--- src/hdl/acn_pkg.sv ---
// Shared types and constants for the adjacency common-neighbor block.
// Holds the transaction payload structs, the operation and status codes and
// the parameter defaults. No dependencies.
package acn_pkg;

	localparam int ID_W             = 10;
	localparam int NUM_VERTICES_DEF = 1024;
	localparam int MAX_DEGREE_DEF   = 32;

	typedef enum logic {
		OP_ADD   = 1'b0,
		OP_QUERY = 1'b1
	} op_t;

	typedef enum logic [2:0] {
		ST_MATCH          = 3'd0,
		ST_NONE           = 3'd1,
		ST_FIRST_UNKNOWN  = 3'd2,
		ST_SECOND_UNKNOWN = 3'd3,
		ST_STORED         = 3'd4,
		ST_DROPPED        = 3'd5,
		ST_SAME           = 3'd6
	} status_t;

	typedef struct packed {
		op_t             operation;
		logic [ID_W-1:0] first_id;
		logic [ID_W-1:0] second_id;
	} req_t;

	typedef struct packed {
		status_t         status;
		logic [ID_W-1:0] neighbor_id;
		logic            last;
	} rsp_t;

endpackage

--- src/hdl/acn_out.sv ---
// Output register of the common-neighbor block: holds one result
// transaction until the receiver takes it. Depends on acn_pkg.
module acn_out (
	input  logic          clk,
	input  logic          arst_n,
	input  logic          push,
	input  acn_pkg::rsp_t push_item,
	output logic          push_free,
	output logic          rsp_valid,
	input  logic          rsp_stall,
	output acn_pkg::rsp_t rsp
);
	import acn_pkg::*;

	logic valid_q;
	rsp_t data_q;

	assign push_free = !valid_q || !rsp_stall;
	assign rsp_valid = valid_q;
	assign rsp       = data_q;

	always_ff @(posedge clk or negedge arst_n) begin
		if (!arst_n) begin
			valid_q <= 1'b0;
		end else if (push) begin
			valid_q <= 1'b1;
		end else if (!rsp_stall) begin
			valid_q <= 1'b0;
		end
	end

	always_ff @(posedge clk) begin
		if (push) begin
			data_q <= push_item;
		end
	end

endmodule

--- config.mk ---
export PLATFORM = sky130hd
export DESIGN_NAME = acn_out
export DESIGN_NICKNAME = d
export VERILOG_FILES = /design/src/hdl/acn_pkg.sv /design/src/hdl/acn_out.sv
export SDC_FILE = /design/constraint.sdc
export NUM_CORES = 1
export LEC_CHECK = 0
export BUFFER_PORTS_ARGS = -buffer_cell sky130_fd_sc_hd__buf_2
export CAP_MARGIN = 5
export CELL_PAD_IN_SITES_DETAIL_PLACEMENT = 0
export CELL_PAD_IN_SITES_GLOBAL_PLACEMENT = 2
export CORE_MARGIN = 2
export CORE_UTILIZATION = 23
export DETAILED_ROUTE_END_ITERATION = 6
export GPL_TIMING_DRIVEN = 0
export PLACE_DENSITY = 0.79
export SYNTH_ARGS = -nofsm -noshare
export SYNTH_HDL_FRONTEND = slang
export SYNTH_SLANG_ARGS = --single-unit
--- constraint.sdc ---
create_clock -name clk -period 0.8 [get_ports clk]
set_input_delay 0.2 -clock clk [delete_from_list [all_inputs] [get_ports clk]]
set_output_delay 0.2 -clock clk [all_outputs]
set_load 0.02 [all_outputs]
* Word level (Yosys, flattened, before mapping) *
Cells that the tools add are included.

storage, ports and cells
  logic and storage cells = 10
  bits of input ports = 18
  bits in registers = 15

operators by class
  reductions and logical operators = 3
  eq/ne operators = 1
  mux-type cells = 2

operators by type and width
  operator                                       number
  1-bit zero test                                2
  1-bit two-way mux                              2
  2-bit inequality test (second input constant)  1
  1-bit logical OR                               1

* Depth between registers and ports, before layout *
  depth after elaboration = 2
  depth in mapped cells = 1
  gate-level depth less buffers = 1

* Worst setup path after synthesis *
Ideal clock, no wire load.

  path type = register to output
  start point = reg valid_q (netlist: rsp_valid)
  end point = out push_free
  path slack = -0.035 ns
  arrival time = 0.635 ns
  cell stages (with the launch flop) = 2
  buffers on the path = 0
  cell sequence = dfrtp_1 -> nand2_1

between the ends
  word-level cells in the longest chain between the ends = 2

ends and longest elaborated chain
  what                    line           text
  from (decl)             acn_out.sv:15  logic valid_q;
  from (signal assigned)  acn_out.sv:24  valid_q <= 1'b0;
  from (signal assigned)  acn_out.sv:26  valid_q <= 1'b1;
  from (signal assigned)  acn_out.sv:28  valid_q <= 1'b0;
  1-bit zero test         acn_out.sv:18  assign push_free = !valid_q || !rsp_stall;
  1-bit logical OR        acn_out.sv:18
  to (decl)               acn_out.sv:8   output logic push_free,

No other way between the ends.

* Worst setup path in the final report *
Same ends and word-level chain as after synthesis.

==> impl_summary.md <==
Status
The flow ran to the end, but the final reports show violations. The checks that failed: setup timing.

Drt
For this run, design rule violations remaining after detail routing come to 0. The pre-antenna-repair detailed-routing pass consisted of 2 iterations. The via-per-instance ratio is 3.63. Wires add up to 857 um. The first routing iteration left 3 violations. In this run the remaining antenna-violating nets after routing total 0. For this block, the via count after detailed routing is 298. After detailed routing, the average wire length per cell comes to 10.5 um.

Floorplanning
The die covers 0.00236 mm2. The number of core rows is 16. Measured along the x axis, the die boundary spans 48.6 um. For this configuration, the core starts out at a cell density of 23.8%.

Pin placement for this block handled 34 I/O pins. The vertical extent of the die is 48.6 um. The core footprint is 0.00192 mm2.

Worst hold path
The startpoint of the most critical hold path is push_item[6]. The worst min-delay path category is in2reg. The depth of the worst hold-timing path is 1. The path with the worst hold slack has its endpoint at rsp[6]$_DFFE_PP_.

Final layout
For this run, the post-layout net count is 74. Leaving out fill and tap cells, the most frequent cell in the layout is buf_2. The area added between synthesis and finish is 63.0%. The number of diodes added for antenna fixing is 0.

The utilization after layout is 38.7%. The finished cells cover 744 um2. The number of non-filler instances in the completed layout is 82. In the layout the commonest cells are buf_2 (25), edfxtp_1 (14), buf_6 (8), clkbuf_4 (3). The fraction of layout instances using a drive strength above 1 is 67.3%.

Clock network
Clock-pin slew was measured on the worst setup and hold paths at 0.08 ns. Clock latency on the worst-skew pair, taken at its later pin, is 0.27 ns. The count of buffers added by post-CTS timing repair for setup is 0. The TritonCTS clock tree is yes. The CTS root buffer is clkbuf_4. The maximum clock insertion buffer count is 2. The tree built by TritonCTS fans out to 15 sinks. In this run the number of H-tree levels came out at 1. Buffers inserted during clock tree synthesis total 3.

Place
The final estimated routing congestion in global placement is 0.630. The count of input and output buffers is 33. Summing all placed instances gives a cell area of 658 um2. The number of placed instances with taps included is 77.

Yosys
The area of the mapped netlist is 457 um2. Sequential elements use 97.5% of the synthesized area. The number of nets in the synthesized netlist is 35. The number of different library cells used by synthesis comes to 4.

Synthesis produced 17 cells. The synthesized design contains 15 register bits. Yosys printed 0 warnings. Averaged over all synthesized cells, the footprint is 26.9 um2.

Setup path
The largest driver fanout on the critical path is 3. The endpoint identified for the worst register-to-register timing path is rsp_valid$_DFFE_PN0P_. At the worst endpoint, the arrival time is 0.86 ns.

The worst register-to-register path begins at rsp_valid$_DFFE_PN0P_. The endpoint class of the critical path is an output pin. The worst register-to-register path has a setup slack of 0.13 ns. The critical path is of the reg2out type. The data required time of the critical path is 0.60 ns. The worst setup path is launched from a flip-flop. Counting cells, the worst reg-to-reg path comes to 1.

STA
The final worst setup slack is -0.259 ns. The number of pins exceeding their max-slew limit in the final report was 0. After layout, the minimum clock period comes to 1.06 ns. Setup repair after global routing could not meet its margin everywhere.

Based on the critical path, the design can be clocked at up to 944 MHz. The count of endpoints failing hold in the final timing report is 0. The clock arrives with 0 ns of skew.

The worst pin sits at a relative slew slack of 78.6%. At the pin with the least slew margin, the transition time is 0.321 ns. Setup violations remaining at the end of the flow were counted as 16. The final-layout worst hold slack is 0.0967 ns. Of the available clock period, the critical path in the final layout requires 132%.

Global routing
The overall overflow remaining after global route is 0. The overall track demand over capacity in global routing is 8.03%. Entering global routing, the biggest net connects 16 pins. The number of antenna violations at the first check in global routing was 0. The wire length of the first global-routing pass is 1370 um.

The number of global-route vias before repair was 316.

Power and ir drop
IR analysis of the VDD net gives a maximum drop of 1100 uV. The power density over the cells is 2150 mW/mm2. The total power of the final layout is 1.60 mW. The leakage power figure is 0.322 nW.

Job
Across the run, the number of max-cap violations was 0.
[kinds of logic after synthesis]
family	synth area share, %
simple gates	0.821
compound gates	1.64
flops	97.5
[where the power goes]
group	switching (mW)	leakage, nW	internal [mW]
clock network	0.218	0.0150	0.193
registers	0.0210	0.148	0.925
logic	0.129	0.159	0.112
total	0.369	0.322	1.23
[worst max-delay path, cell delays in order, from the launching register on]
cell and delay (ns):
dfrtp_1 0.41, nand2_2 0.07, buf_6 0.11
[sequential cells by signal (all words and copies together), names as in the netlist]
signal	count
rsp	14
rsp_valid	1
[worst max-delay path by stage]
stage,from,endpoint,slack [ns],depth (start not counted)
finish,rsp_valid$_DFFE_PN0P_,push_free,-0.26,2
global route,rsp_valid$_DFFE_PN0P_,push_free,-0.31,2
CTS,rsp_valid$_DFFE_PN0P_,push_free,-0.27,2
detailed placement,push,rsp[12]$_DFFE_PP_,-0.05,1
global placement,push,rsp[2]$_DFFE_PP_,-0.03,1
floorplan,rsp_valid$_DFFE_PN0P_,push_free,0.007,1
[synthesized netlist by cell type]
cell | count | share of area [%]
a21o_1 | 1 | 1.6
dfrtp_1 | 1 | 5.5
edfxtp_1 | 14 | 92
nand2_1 | 1 | 0.82
[stage by stage]
stage	setup slack, ns	setup TNS [ns]
2_1_floorplan	0.00682	0
3_3_place_gp	-0.0302	-0.418
3_5_place_dp	-0.0480	-0.668
4_1_cts	-0.271	-3.49
6_report	-0.259	-3.29
5_1_grt	-0.308	-3.98
[routing by layer]
layer  up-vias  wire, um  track usage [%]
li1        142         -                -
met3         0        86             2.78
met2        21       419             12.3
met5         -         0                0
met4         0         0             5.71
met1       135       350             9.42
[layout make-up]
class                   instances  area [um2]
clock buffers                   4        26.3
fillers                       202        1180
multi-input cells               2        13.8
flip-flops and latches         15         445
well taps                      27        33.8
repair buffers                 34         225
[timing repair]
action	in CTS	in global routing
hold buffers	1	0
resized for setup	2	14
setup endpoints to repair	16	16
endpoints found under the hold margin	1	0
(Power assumes the default switching activity.)
